===== src/sv/sha_pkg.sv =====
`default_nettype none

package sha_pkg;

  typedef logic [31:0] word_t;

  localparam int unsigned FifoDepth = 4;
  localparam int unsigned FifoPtrW  = $clog2(FifoDepth);
  localparam int unsigned CountW    = 61;
  localparam int unsigned BitLenW   = 64;

  localparam logic [7:0] PadMark     = 8'h80;
  localparam logic [5:0] LenStartPos = 6'd56;
  localparam logic [5:0] LastPos     = 6'd63;
  localparam logic [5:0] LastRound   = 6'd63;
  localparam logic [2:0] LastWord    = 3'd7;

  typedef struct packed {
    logic               has_byte;
    logic [7:0]         data;
    logic               is_end;
    logic [BitLenW-1:0] bit_len;
  } cmd_t;

  typedef struct packed {
    logic full;
    logic empty;
  } fifo_ctl_t;

  localparam word_t RoundK [64] = '{
    32'h428a2f98, 32'h71374491, 32'hb5c0fbcf, 32'he9b5dba5,
    32'h3956c25b, 32'h59f111f1, 32'h923f82a4, 32'hab1c5ed5,
    32'hd807aa98, 32'h12835b01, 32'h243185be, 32'h550c7dc3,
    32'h72be5d74, 32'h80deb1fe, 32'h9bdc06a7, 32'hc19bf174,
    32'he49b69c1, 32'hefbe4786, 32'h0fc19dc6, 32'h240ca1cc,
    32'h2de92c6f, 32'h4a7484aa, 32'h5cb0a9dc, 32'h76f988da,
    32'h983e5152, 32'ha831c66d, 32'hb00327c8, 32'hbf597fc7,
    32'hc6e00bf3, 32'hd5a79147, 32'h06ca6351, 32'h14292967,
    32'h27b70a85, 32'h2e1b2138, 32'h4d2c6dfc, 32'h53380d13,
    32'h650a7354, 32'h766a0abb, 32'h81c2c92e, 32'h92722c85,
    32'ha2bfe8a1, 32'ha81a664b, 32'hc24b8b70, 32'hc76c51a3,
    32'hd192e819, 32'hd6990624, 32'hf40e3585, 32'h106aa070,
    32'h19a4c116, 32'h1e376c08, 32'h2748774c, 32'h34b0bcb5,
    32'h391c0cb3, 32'h4ed8aa4a, 32'h5b9cca4f, 32'h682e6ff3,
    32'h748f82ee, 32'h78a5636f, 32'h84c87814, 32'h8cc70208,
    32'h90befffa, 32'ha4506ceb, 32'hbef9a3f7, 32'hc67178f2
  };

  localparam word_t InitHash [8] = '{
    32'h6a09e667, 32'hbb67ae85, 32'h3c6ef372, 32'ha54ff53a,
    32'h510e527f, 32'h9b05688c, 32'h1f83d9ab, 32'h5be0cd19
  };

endpackage

`default_nettype wire


===== src/sv/sha_front.sv =====
`default_nettype none

module sha_front (
  input  wire logic          clk_i,
  input  wire logic          rst_ni,
  input  wire logic          push,
  output logic               full,
  input  wire logic [7:0]    data_byte_i,
  input  wire logic          byte_present_i,
  input  wire logic          message_end_i,
  input  wire logic          cmd_full_i,
  output logic               cmd_push_o,
  output sha_pkg::cmd_t      cmd_o
);
  import sha_pkg::*;

  logic [CountW-1:0] count_q, count_d, count_inc;
  logic              take, add_byte;

  assign full      = cmd_full_i;
  assign take      = push && !cmd_full_i;
  assign add_byte  = byte_present_i && (count_q != {CountW{1'b1}});
  assign count_inc = add_byte ? count_q + 1'b1 : count_q;

  assign cmd_push_o       = take && (add_byte || message_end_i);
  assign cmd_o.has_byte   = add_byte;
  assign cmd_o.data       = data_byte_i;
  assign cmd_o.is_end     = message_end_i;
  assign cmd_o.bit_len    = {count_inc, 3'b000};

  always_comb begin
    count_d = count_q;
    if (take) begin
      count_d = message_end_i ? '0 : count_inc;
    end
  end

  always_ff @(posedge clk_i or negedge rst_ni) begin
    if (!rst_ni) begin
      count_q <= '0;
    end else begin
      count_q <= count_d;
    end
  end

endmodule

`default_nettype wire


===== src/sv/sha_cmd_fifo.sv =====
`default_nettype none

module sha_cmd_fifo (
  input  wire logic           clk_i,
  input  wire logic           rst_ni,
  input  wire logic           push_i,
  input  wire sha_pkg::cmd_t  data_i,
  input  wire logic           pop_i,
  output sha_pkg::cmd_t       data_o,
  output sha_pkg::fifo_ctl_t  ctl_o
);
  import sha_pkg::*;

  cmd_t                mem_q [FifoDepth];
  logic [FifoPtrW-1:0] wr_ptr_q, wr_ptr_d, rd_ptr_q, rd_ptr_d;
  logic [FifoPtrW:0]   cnt_q, cnt_d;
  logic                do_wr, do_rd;

  assign ctl_o.full  = (cnt_q == (FifoPtrW + 1)'(FifoDepth));
  assign ctl_o.empty = (cnt_q == '0);

  assign do_wr  = push_i && !ctl_o.full;
  assign do_rd  = pop_i && !ctl_o.empty;
  assign data_o = mem_q[rd_ptr_q];

  always_comb begin
    wr_ptr_d = do_wr ? wr_ptr_q + 1'b1 : wr_ptr_q;
    rd_ptr_d = do_rd ? rd_ptr_q + 1'b1 : rd_ptr_q;
    cnt_d    = cnt_q;
    if (do_wr && !do_rd) begin
      cnt_d = cnt_q + 1'b1;
    end else if (do_rd && !do_wr) begin
      cnt_d = cnt_q - 1'b1;
    end
  end

  always_ff @(posedge clk_i or negedge rst_ni) begin
    if (!rst_ni) begin
      wr_ptr_q <= '0;
      rd_ptr_q <= '0;
      cnt_q    <= '0;
    end else begin
      wr_ptr_q <= wr_ptr_d;
      rd_ptr_q <= rd_ptr_d;
      cnt_q    <= cnt_d;
    end
  end

  always_ff @(posedge clk_i) begin
    if (do_wr) begin
      mem_q[wr_ptr_q] <= data_i;
    end
  end

endmodule

`default_nettype wire


===== src/sv/sha_back.sv =====
`default_nettype none

module sha_back (
  input  wire logic           clk_i,
  input  wire logic           rst_ni,
  input  wire sha_pkg::cmd_t  cmd_i,
  input  wire logic           cmd_empty_i,
  output logic                cmd_pop_o,
  output logic                empty,
  input  wire logic           pop,
  output logic [31:0]         digest_word_o,
  output logic [2:0]          word_index_o,
  output logic                last_word_o
);
  import sha_pkg::*;

  typedef enum logic [2:0] {
    ST_IDLE,
    ST_ROUND,
    ST_FINAL,
    ST_PAD,
    ST_OUT
  } state_e;

  function automatic word_t rotr(input word_t x, input int unsigned n);
    return (x >> n) | (x << (32 - n));
  endfunction

  state_e     state_q;
  logic [5:0] pos_q;
  logic [5:0] rnd_q;
  logic [2:0] idx_q;
  logic       first_q, len_ph_q, pad_q, final_q;
  word_t      chain_q [8];

  logic [23:0]        acc_q;
  logic [BitLenW-1:0] len_q;
  word_t              sr_q [16];
  word_t              v_q [8];

  logic       ins_valid, blk_done, len_byte;
  logic [7:0] ins_byte, pad_byte;
  word_t      s0, s1, w_new, t1, t2, ch, maj, sum0, sum1;

  assign cmd_pop_o = (state_q == ST_IDLE) && !cmd_empty_i;

  assign len_byte = !first_q && ((pos_q == LenStartPos) || len_ph_q);
  assign pad_byte = first_q ? PadMark : (len_byte ? len_q[BitLenW-1 -: 8] : 8'h00);

  always_comb begin
    ins_valid = 1'b0;
    ins_byte  = pad_byte;
    if (state_q == ST_PAD) begin
      ins_valid = 1'b1;
    end else if (cmd_pop_o) begin
      ins_valid = cmd_i.has_byte;
      ins_byte  = cmd_i.data;
    end
  end

  assign blk_done = ins_valid && (pos_q == LastPos);

  assign s0    = rotr(sr_q[1], 7) ^ rotr(sr_q[1], 18) ^ (sr_q[1] >> 3);
  assign s1    = rotr(sr_q[14], 17) ^ rotr(sr_q[14], 19) ^ (sr_q[14] >> 10);
  assign w_new = sr_q[0] + s0 + sr_q[9] + s1;
  assign sum1  = rotr(v_q[4], 6) ^ rotr(v_q[4], 11) ^ rotr(v_q[4], 25);
  assign sum0  = rotr(v_q[0], 2) ^ rotr(v_q[0], 13) ^ rotr(v_q[0], 22);
  assign ch    = (v_q[4] & v_q[5]) ^ (~v_q[4] & v_q[6]);
  assign maj   = (v_q[0] & v_q[1]) ^ (v_q[0] & v_q[2]) ^ (v_q[1] & v_q[2]);
  assign t1    = v_q[7] + sum1 + ch + RoundK[rnd_q] + sr_q[0];
  assign t2    = sum0 + maj;

  assign empty         = (state_q != ST_OUT);
  assign digest_word_o = chain_q[idx_q];
  assign word_index_o  = idx_q;
  assign last_word_o   = (idx_q == LastWord);

  always_ff @(posedge clk_i or negedge rst_ni) begin
    if (!rst_ni) begin
      state_q  <= ST_IDLE;
      pos_q    <= '0;
      rnd_q    <= '0;
      idx_q    <= '0;
      first_q  <= 1'b0;
      len_ph_q <= 1'b0;
      pad_q    <= 1'b0;
      final_q  <= 1'b0;
      chain_q  <= InitHash;
    end else begin
      unique case (state_q)
        ST_IDLE: begin
          if (cmd_pop_o) begin
            if (cmd_i.has_byte) begin
              pos_q <= pos_q + 1'b1;
            end
            pad_q    <= cmd_i.is_end;
            first_q  <= cmd_i.is_end;
            len_ph_q <= 1'b0;
            if (blk_done) begin
              state_q <= ST_ROUND;
              rnd_q   <= '0;
            end else if (cmd_i.is_end) begin
              state_q <= ST_PAD;
            end
          end
        end
        ST_ROUND: begin
          rnd_q <= rnd_q + 1'b1;
          if (rnd_q == LastRound) begin
            state_q <= ST_FINAL;
          end
        end
        ST_FINAL: begin
          for (int i = 0; i < 8; i++) begin
            chain_q[i] <= chain_q[i] + v_q[i];
          end
          if (final_q) begin
            state_q <= ST_OUT;
            idx_q   <= '0;
          end else if (pad_q) begin
            state_q <= ST_PAD;
          end else begin
            state_q <= ST_IDLE;
          end
        end
        ST_PAD: begin
          pos_q   <= pos_q + 1'b1;
          first_q <= 1'b0;
          if (len_byte) begin
            len_ph_q <= 1'b1;
          end
          if (blk_done) begin
            state_q <= ST_ROUND;
            rnd_q   <= '0;
            final_q <= len_byte;
          end
        end
        ST_OUT: begin
          if (pop) begin
            idx_q <= idx_q + 1'b1;
            if (idx_q == LastWord) begin
              chain_q  <= InitHash;
              state_q  <= ST_IDLE;
              final_q  <= 1'b0;
              pad_q    <= 1'b0;
              len_ph_q <= 1'b0;
            end
          end
        end
        default: begin
          state_q <= ST_IDLE;
        end
      endcase
    end
  end

  always_ff @(posedge clk_i) begin
    if (ins_valid) begin
      acc_q <= {acc_q[15:0], ins_byte};
      if (pos_q[1:0] == 2'd3) begin
        for (int i = 0; i < 15; i++) begin
          sr_q[i] <= sr_q[i+1];
        end
        sr_q[15] <= {acc_q, ins_byte};
      end
    end
    if (state_q == ST_ROUND) begin
      for (int i = 0; i < 15; i++) begin
        sr_q[i] <= sr_q[i+1];
      end
      sr_q[15] <= w_new;
      v_q[7]   <= v_q[6];
      v_q[6]   <= v_q[5];
      v_q[5]   <= v_q[4];
      v_q[4]   <= v_q[3] + t1;
      v_q[3]   <= v_q[2];
      v_q[2]   <= v_q[1];
      v_q[1]   <= v_q[0];
      v_q[0]   <= t1 + t2;
    end
    if (blk_done) begin
      v_q <= chain_q;
    end
    if (cmd_pop_o && cmd_i.is_end) begin
      len_q <= cmd_i.bit_len;
    end else if ((state_q == ST_PAD) && len_byte) begin
      len_q <= {len_q[BitLenW-9:0], 8'h00};
    end
  end

`ifndef ASSERT_OFF
  a_round_end: assert property (@(posedge clk_i) disable iff (!rst_ni)
    (state_q == ST_ROUND && rnd_q == LastRound) |=> (state_q == ST_FINAL))
    else $error("Compression did not finish after the last round.");

  a_out_aligned: assert property (@(posedge clk_i) disable iff (!rst_ni)
    (state_q == ST_OUT) |-> (pos_q == '0 && !first_q))
    else $error("Digest output started with a partly filled block.");

  a_chain_init: assert property (@(posedge clk_i) disable iff (!rst_ni)
    (state_q == ST_OUT && pop && idx_q == LastWord)
      |=> (chain_q[0] == InitHash[0] && chain_q[7] == InitHash[7] && state_q == ST_IDLE))
    else $error("Chaining state was not restored after the digest transfer.");
`endif

endmodule

`default_nettype wire


===== src/sv/sha256_byte_stream_hasher_core.sv =====
// SHA-256 over a byte stream.
// Input channel: an item transfers when push is high and full is low. It carries one
// byte (data_byte_i, used when byte_present_i is high) and an end-of-message flag.
// Result channel: while empty is low the oldest digest word is on digest_word_o,
// word_index_o and last_word_o; it transfers when pop is high.
// A front stage keeps the byte count and sends each item with a byte or an end of
// message through a four-entry command queue to the compression engine, so input
// keeps flowing while the engine works or the result side stalls; full rises only
// when that queue is full. Every 64th byte starts a block compression (64 rounds,
// one at a time in the shared round unit, then the chaining add). An end of message
// inserts the padding bytes (9 to 72) and runs one or two block compressions before
// the first digest word, then the eight words follow one per cycle as they are
// popped. A stalled receiver holds the engine in digest output; the queue still
// accepts up to four items.
// Reset clears the byte count, the queue and the engine and loads the initial hash.
`default_nettype none

module sha256_byte_stream_hasher_core (
  input  wire logic        clk_i,
  input  wire logic        rst_ni,
  input  wire logic        push,
  output logic             full,
  input  wire logic [7:0]  data_byte_i,
  input  wire logic        byte_present_i,
  input  wire logic        message_end_i,
  output logic             empty,
  input  wire logic        pop,
  output logic [31:0]      digest_word_o,
  output logic [2:0]       word_index_o,
  output logic             last_word_o
);
  import sha_pkg::*;

  cmd_t      front_cmd, queue_cmd;
  logic      front_push, back_pop;
  fifo_ctl_t queue_ctl;

  sha_front u_front (
    .clk_i          (clk_i),
    .rst_ni         (rst_ni),
    .push           (push),
    .full           (full),
    .data_byte_i    (data_byte_i),
    .byte_present_i (byte_present_i),
    .message_end_i  (message_end_i),
    .cmd_full_i     (queue_ctl.full),
    .cmd_push_o     (front_push),
    .cmd_o          (front_cmd)
  );

  sha_cmd_fifo u_queue (
    .clk_i  (clk_i),
    .rst_ni (rst_ni),
    .push_i (front_push),
    .data_i (front_cmd),
    .pop_i  (back_pop),
    .data_o (queue_cmd),
    .ctl_o  (queue_ctl)
  );

  sha_back u_back (
    .clk_i         (clk_i),
    .rst_ni        (rst_ni),
    .cmd_i         (queue_cmd),
    .cmd_empty_i   (queue_ctl.empty),
    .cmd_pop_o     (back_pop),
    .empty         (empty),
    .pop           (pop),
    .digest_word_o (digest_word_o),
    .word_index_o  (word_index_o),
    .last_word_o   (last_word_o)
  );

endmodule

`default_nettype wire


===== config.mk =====
export PLATFORM = sky130hd
export DESIGN_NAME = sha256_byte_stream_hasher_core
export DESIGN_NICKNAME = d
export VERILOG_FILES = /design/src/sv/sha_pkg.sv /design/src/sv/sha_front.sv /design/src/sv/sha_cmd_fifo.sv /design/src/sv/sha_back.sv /design/src/sv/sha256_byte_stream_hasher_core.sv
export SDC_FILE = /design/constraint.sdc
export NUM_CORES = 2
export LEC_CHECK = 0
export BUFFER_PORTS_ARGS = -buffer_cell sky130_fd_sc_hd__buf_2
export CAP_MARGIN = 15
export CORE_UTILIZATION = 60
export DETAILED_ROUTE_END_ITERATION = 8
export PLACE_DENSITY = 0.76
export REMOVE_ABC_BUFFERS = 1
export SLEW_MARGIN = 20
export SYNTH_ARGS = -nofsm -noshare
export SYNTH_HDL_FRONTEND = slang
export SYNTH_HIERARCHICAL = 1
export SYNTH_SLANG_ARGS = --single-unit

===== constraint.sdc =====
create_clock -name clk_i -period 17.7 [get_ports clk_i]
set_input_delay 3.54 -clock clk_i [delete_from_list [all_inputs] [get_ports clk_i]]
set_output_delay 3.54 -clock clk_i [all_outputs]
set_load 0.005 [all_outputs]

# Word level (Yosys, flattened, before mapping)
# Memory sizes are Yosys's and may differ from the RTL's.
# Index checks and enable logic that the tools add are counted.
[totals] register_bits=690 mem_bits_rw=796 mem_bits_ro=2048 input_bits=14 out_inout_bits=38 word_cells=240 memories=3
[mem_list] name="(no name shown)" words=64 word_bits=32 rd=1 rd_ports_with_merged_regs=0 write_ports=0 line_no="sha_back.sv:70" text="assign t1 = v_q[7] + sum1 + ch + RoundK[rnd_q] + sr_q[0];"
[mem_list] name="u_back.sr_q" words=16 word_bits=32 rd=16 rd_ports_with_merged_regs=0 write_ports=16 line_no="sha_back.sv:38" text="word_t sr_q [16];"
[mem_list] name="u_queue.mem_q" words=4 word_bits=71 rd=1 rd_ports_with_merged_regs=0 write_ports=1 line_no="sha_cmd_fifo.sv:14" text="cmd_t mem_q [FifoDepth];"
[op_classes] n_addsub=26 n_lt_le_gt_ge=2 n_eq_ne=21 n_mux=74 n_bitwise=45 reduce_logical=39
[ops] op="two-way mux 256 bit" n=4
[ops] op="two-way mux 32 bit" n=20
[ops] op="adder 32 bit" n=18
[ops] op="one-hot mux 256 bit (2 select lines)" n=1
[ops] op="XOR 32 bit" n=9
[ops] op="bitwise AND 32 bit" n=5
[ops] op="two-way mux 64 bit" n=2
[ops] op="two-way mux 61 bit" n=2
[ops] op="binary-select mux 32 bit (select 3 bit)" n=1
[ops] op="adder 61 x 1 -> 61 bit, second input constant" n=1
[ops] op="inequality test 61 bit, second input constant" n=1
[ops] op="two-way mux 3 bit" n=12
[ops] op="two-way mux 8 bit" n=4
[ops] op="inverter 32 bit" n=1
[ops] op="OR 10 x 32 -> 32 bit" n=1
[ops] op="OR 13 x 32 -> 32 bit" n=1
[ops] op="OR 14 x 32 -> 32 bit" n=1
[ops] op="OR 15 x 32 -> 32 bit" n=1
[ops] op="OR 19 x 32 -> 32 bit" n=1
[ops] op="OR 21 x 32 -> 32 bit" n=1
[ops] op="OR 25 x 32 -> 32 bit" n=1
[ops] op="OR 26 x 32 -> 32 bit" n=1
[ops] op="OR 30 x 32 -> 32 bit" n=1
[ops] op="OR 7 x 32 -> 32 bit" n=1
[ops] op="40 further kinds" n=116

# Logic depth before layout (Yosys ltp)
[logic_depth] ltp_word=10 depth_mapped=35 depth_no_buf=34

# By module
# The synthesis kept the hierarchy.
[modules_own_cells] module="sha_back" n_inst=1 cells_each=6678 area_each_um2=70700.3 seq_area_each_um2=32831.5
[modules_own_cells] module="sha_cmd_fifo" n_inst=1 cells_each=423 area_each_um2=11141.9 seq_area_each_um2=9063.7
[modules_own_cells] module="sha_front" n_inst=1 cells_each=601 area_each_um2=4863.4 seq_area_each_um2=1526.5

# Worst setup path after synthesis
# No wires, ideal clock.
[synth_timing] path_kind="reg-to-reg" startpoint="register u_queue.rd_ptr_q[0]" endpoint="memory u_back/sr_q[0][0] (netlist bit), enable pin" setup_ns=3.666 arrival_ns=10.654 t_required_ns=14.034 slack_ns=3.381 path_stages_with_launch=9 n_path_buf=3 synth_period_minus_slack_ns=14.319 path_cell_list="dfrtp_1 > buf_6 > buf_12 > mux4_2 > a21oi_1 > inv_1 > nand2_1 > clkbuf_1 > nand2_1"
[synth_lines] item="start: declaration" line_no="sha_cmd_fifo.sv:15" text="logic [FifoPtrW-1:0] wr_ptr_q, wr_ptr_d, rd_ptr_q, rd_ptr_d;"
[synth_lines] item="start signal: assignment" line_no="sha_cmd_fifo.sv:44" text="rd_ptr_q <= rd_ptr_d;"
[synth_lines] item="end: declaration" line_no="sha_back.sv:38"

# Worst setup path after layout
[layout_timing] startpoint="register u_back.rnd_q[0]" endpoint="register u_back/v_q[251] (netlist bit) (data pin)"
[layout_between] elab_chain_len=9
[layout_rtl] item="start: declaration" line_no="sha_back.sv:31" text="logic [5:0] rnd_q;"
[layout_rtl] item="start signal: assignment" line_no="sha_back.sv:108" text="rnd_q <= rnd_q + 1'b1;"
[layout_rtl] item="inverter 6 -> 7 bit (not written as such)" line_no="sha_back.sv:70"
[layout_rtl] item="memory (64 x 32 bit)"
[layout_rtl] item="two-way mux 32 bit (not written as such) (2 in series)" line_no="sha_back.sv:70"
[layout_rtl] item="adder 32 bit (2 in series)" line_no="sha_back.sv:70"
[layout_rtl] item="adder 32 bit" line_no="sha_back.sv:179" text="v_q[0] <= t1 + t2;"
[layout_rtl] item="two-way mux 256 bit" line_no="sha_back.sv:167" text="if (state_q == ST_ROUND) begin"
[layout_rtl] item="two-way mux 256 bit" line_no="sha_back.sv:181" text="if (blk_done) begin"
[layout_rtl] item="end signal: assignment" line_no="sha_back.sv:182" text="v_q <= chain_q;"
[layout_rtl] item="end: declaration" line_no="sha_back.sv:39" text="word_t v_q [8];"
# No other way between the ends. The select of a mux whose other input is x is not followed.
# A chain may end at the register's enable or synchronous reset.

==> run summary <==
RD Place Congestion = 1.02
Ys flop type = edfxtp_1
Most used cell, CP = a21o_1
Total gr overflow = 0
Cell accounting for the most synthesized area = edfxtp_1
Syn Std Cell Area = 0.0867 mm2
DP Area = 0.0884 mm2
Final WL = 255 mm
F_max = 103 MHz
Die area = 0.146 mm2
Area Growth Syn to Fin = 8.14%
Clock Pin Slew Worst Setup and Hold Paths = 0.06 ns
Post-Synth Simple-Gate Area = 10.7%
Largest net degree at the start of global routing = 214
Async S/R FF share, synth = 23.1%
Reg2reg setup slack = 8.02 ns
Layout cells sized above 1 = 10.8%
CTS root buf = clkbuf_16
CTS tree = built
Number of synthesized flops with an enable pin = 1152
Number of global-route vias before repair = 59.4k
Status = finished clean
Synth Area in Compound Gates = 12.8%
Mean routed wirelength per cell = 26.3 um
Crit share post-route = 54.7%
Residual DRC = 0
Worst skew pair latency = 0.80 ns
Maximum Capacitance Violations = 0
Hold Path Class = reg2reg
Core area = 0.143 mm2
Total CTS buffers = 159
R2r endpoint = u_back/v_q[251]
Distinct cells, synth = 116
Flops & latches, synth = 1498
Post-DRT Antenna Nets = 0
XOR/XNOR Fraction of Synth Area = 6.38%
Highest Signal Layer = met5
Skew final = 0.0382 ns
# Post-CTS Setup Buffers = 0
Final min period = 9.68 ns
Global-route wire length before repair = 380 mm
Gr usage total = 34.7%
Crit-path max FO = 22
Hold Path Sink = u_back/sr_q[0][141]
Post-route design area = 0.0938 mm2
Nets = 8246
Clk buf depth = 3
Slowest stage delay, CP = 0.88 ns
Synth area leaders = edfxtp_1 40%, dfrtp_1 6.1%, ha_1 5.9%
IO buf count = 51
DRT iter0 DRCs = 7854
# rows = 139
Vias per cell = 6.46
Post-synthesis mux area share = 5.54%
Critical path arrival = 10.22 ns
Reg-to-Reg Start = u_back/rnd_q[0]
Synth Instances = 7702
Final setup fails = 0
Initial antenna violation count = 8
WHS Path Cells = 0
Unrepaired setup endpoints after global routing = false
Post-synthesis adder-cell area fraction = 10.4%
Max-slew violations = 0
Yosys warns = 6
Post-DP HPWL = 181 mm
Num ports = 52
Die Ht = 382 um
Worst setup startpoint = u_back/rnd_q[0]
Combinational family with the most area after synthesis = compound AO/OA/AOI/OAI gates
Htree depth = 4
Post-CTS Hold Fix Bufs = 0
Die Width = 382 um
Post-CTS Resized = 0
Reg2Reg Depth = 31
Classification of the worst setup path = reg2reg
Initial DRT Pass Iterations = 6
Startpoint types = register
Slew @ Worst Pin = 1.25 ns
Detail Route met3 WL = 26.3 mm
Initial core utilization = 60.4%
DR WL met2 = 112 mm
TNS Setup = 0 ns
Hold path start = u_back/sr_q[0][173]
WP data required = 18.24 ns
Synth top area share = 39.9%
Most frequent cells in the layout = 1152 x edfxtp_1, 1016 x nand2_1, 529 x inv_1, 483 x a21oi_1, 429 x o21ai_0
Most common cell after layout, fill and taps aside = edfxtp_1
CP endpoint kind = register
Synth Area per Inst = 11.3 um2
Clk sinks = 1498
Vias = 62.4k
Register area share after synthesis = 50.1%
Wl on met1 = 108 mm
Slowest cell on crit path = dfrtp_1
Final Hold Viols = 0
Slew HR = 16.7%
## synthesized netlist by cell type (all sizes together), types with 13 or more instances
library cell	instances
o21bai	47
a22oi	13
buf	87
nand4	47
a21oi	486
o31ai	65
mux2i	37
o21ai	441
nor3	101
inv	531
a211oi	69
o2111ai	13
or4	18
a211o	17
nand2b	63
and2	32
nor2	414
dfrtp	210
nor2b	54
o311ai	24
ha	406
or3	48
o22ai	19
a22o	19
or2	15
a21boi	21
nand3	126
nand2	1020
mux4	146
edfxtp	1152
nor3b	18
a311oi	18
mux2	102
and3	60
a21o	207
o211ai	38
clkbuf	266
nor4	27
xnor2	390
o21a	48
xor2	242
a31oi	56
fa	196
dfstp	136
## worst max-delay path by stage
stage | end | slack (ns) | depth (start not counted)
6_report | u_back/v_q[251] | 8.02 | 31
5_1_grt | u_back/v_q[251] | 7.52 | 31
4_1_cts | u_back/v_q[251] | 8.28 | 31
3_5_place_dp | u_back/v_q[251] | 8.33 | 31
3_3_place_gp | u_back/v_q[255] | 8.46 | 30
2_1_floorplan | u_back/sr_q[0][0] | 0.80 | 5
## state kept, by name, indices dropped and copies added (netlist names), 2 cells and up
signal / flops
u_back/sr_q: 512
u_queue/mem_q: 296
u_back/chain_q: 256
u_back/v_q: 256
u_back/len_q: 64
u_front/count_q: 61
u_back/acc_q: 24
u_back/pos_q: 6
u_back/rnd_q: 6
u_back/state_q: 3
u_back/word_index_o: 3
u_queue/cnt_q: 3
u_queue/rd_ptr_q: 2
u_queue/wr_ptr_q: 2
## worst max-delay path, delay by kind of cell (launching register included)
kind,cells,cell delay [ns]
xor gates and xnor gates,1,0.17
adders and majority gates,5,2.63
DFF,1,0.88
AOI/OAI and AO/OA,15,3.81
and+or+nand+nor,6,1.14
buffers and inverters,4,0.79
## per-layer routing
metal | global-route usage [%] | vias up
met1 | 51.7 | 31075
met4 | 10.7 | 10
met5 | 0 | -
li1 | - | 27542
met3 | 7.36 | 513
met2 | 51.1 | 3281
## final cells by class
type	count	area [um2]
diodes	3	7.51
clock buffers	197	4220
clock inverters	98	1040
fillers	10817	49700
inverters	533	2010
multi-input cells	5320	39800
flip-flops and latches	1498	43400
well taps	1903	2380
repair buffers	118	813
## cell families after synthesis
| kind of cell | count (synthesis) |
|---|---|
| adders and majority gates | 605 |
| and+or+nand+nor | 2065 |
| AOI/OAI and AO/OA | 1730 |
| buffers and inverters | 886 |
| other | 1 |
| xor gates and xnor gates | 632 |
| muxes | 285 |
| DFF | 1498 |
## metrics by stage
stage / setup slack (ns) / instances / hold WS, ns / utilization, %
2_1_floorplan: 0.800 / 7351 / 0.400 / -
3_3_place_gp: 8.46 / 9371 / 0.400 / 61.6
3_5_place_dp: 8.33 / 9371 / 0.405 / 61.6
4_1_cts: 8.28 / 9666 / 0.396 / 65.3
5_1_grt: 7.52 / 9667 / 0.402 / 65.3
6_report: 8.02 / 9670 / 0.403 / 65.3
Power is not shown: default switching activity piles up to over one toggle a cycle in this logic, so the estimate is an artifact.
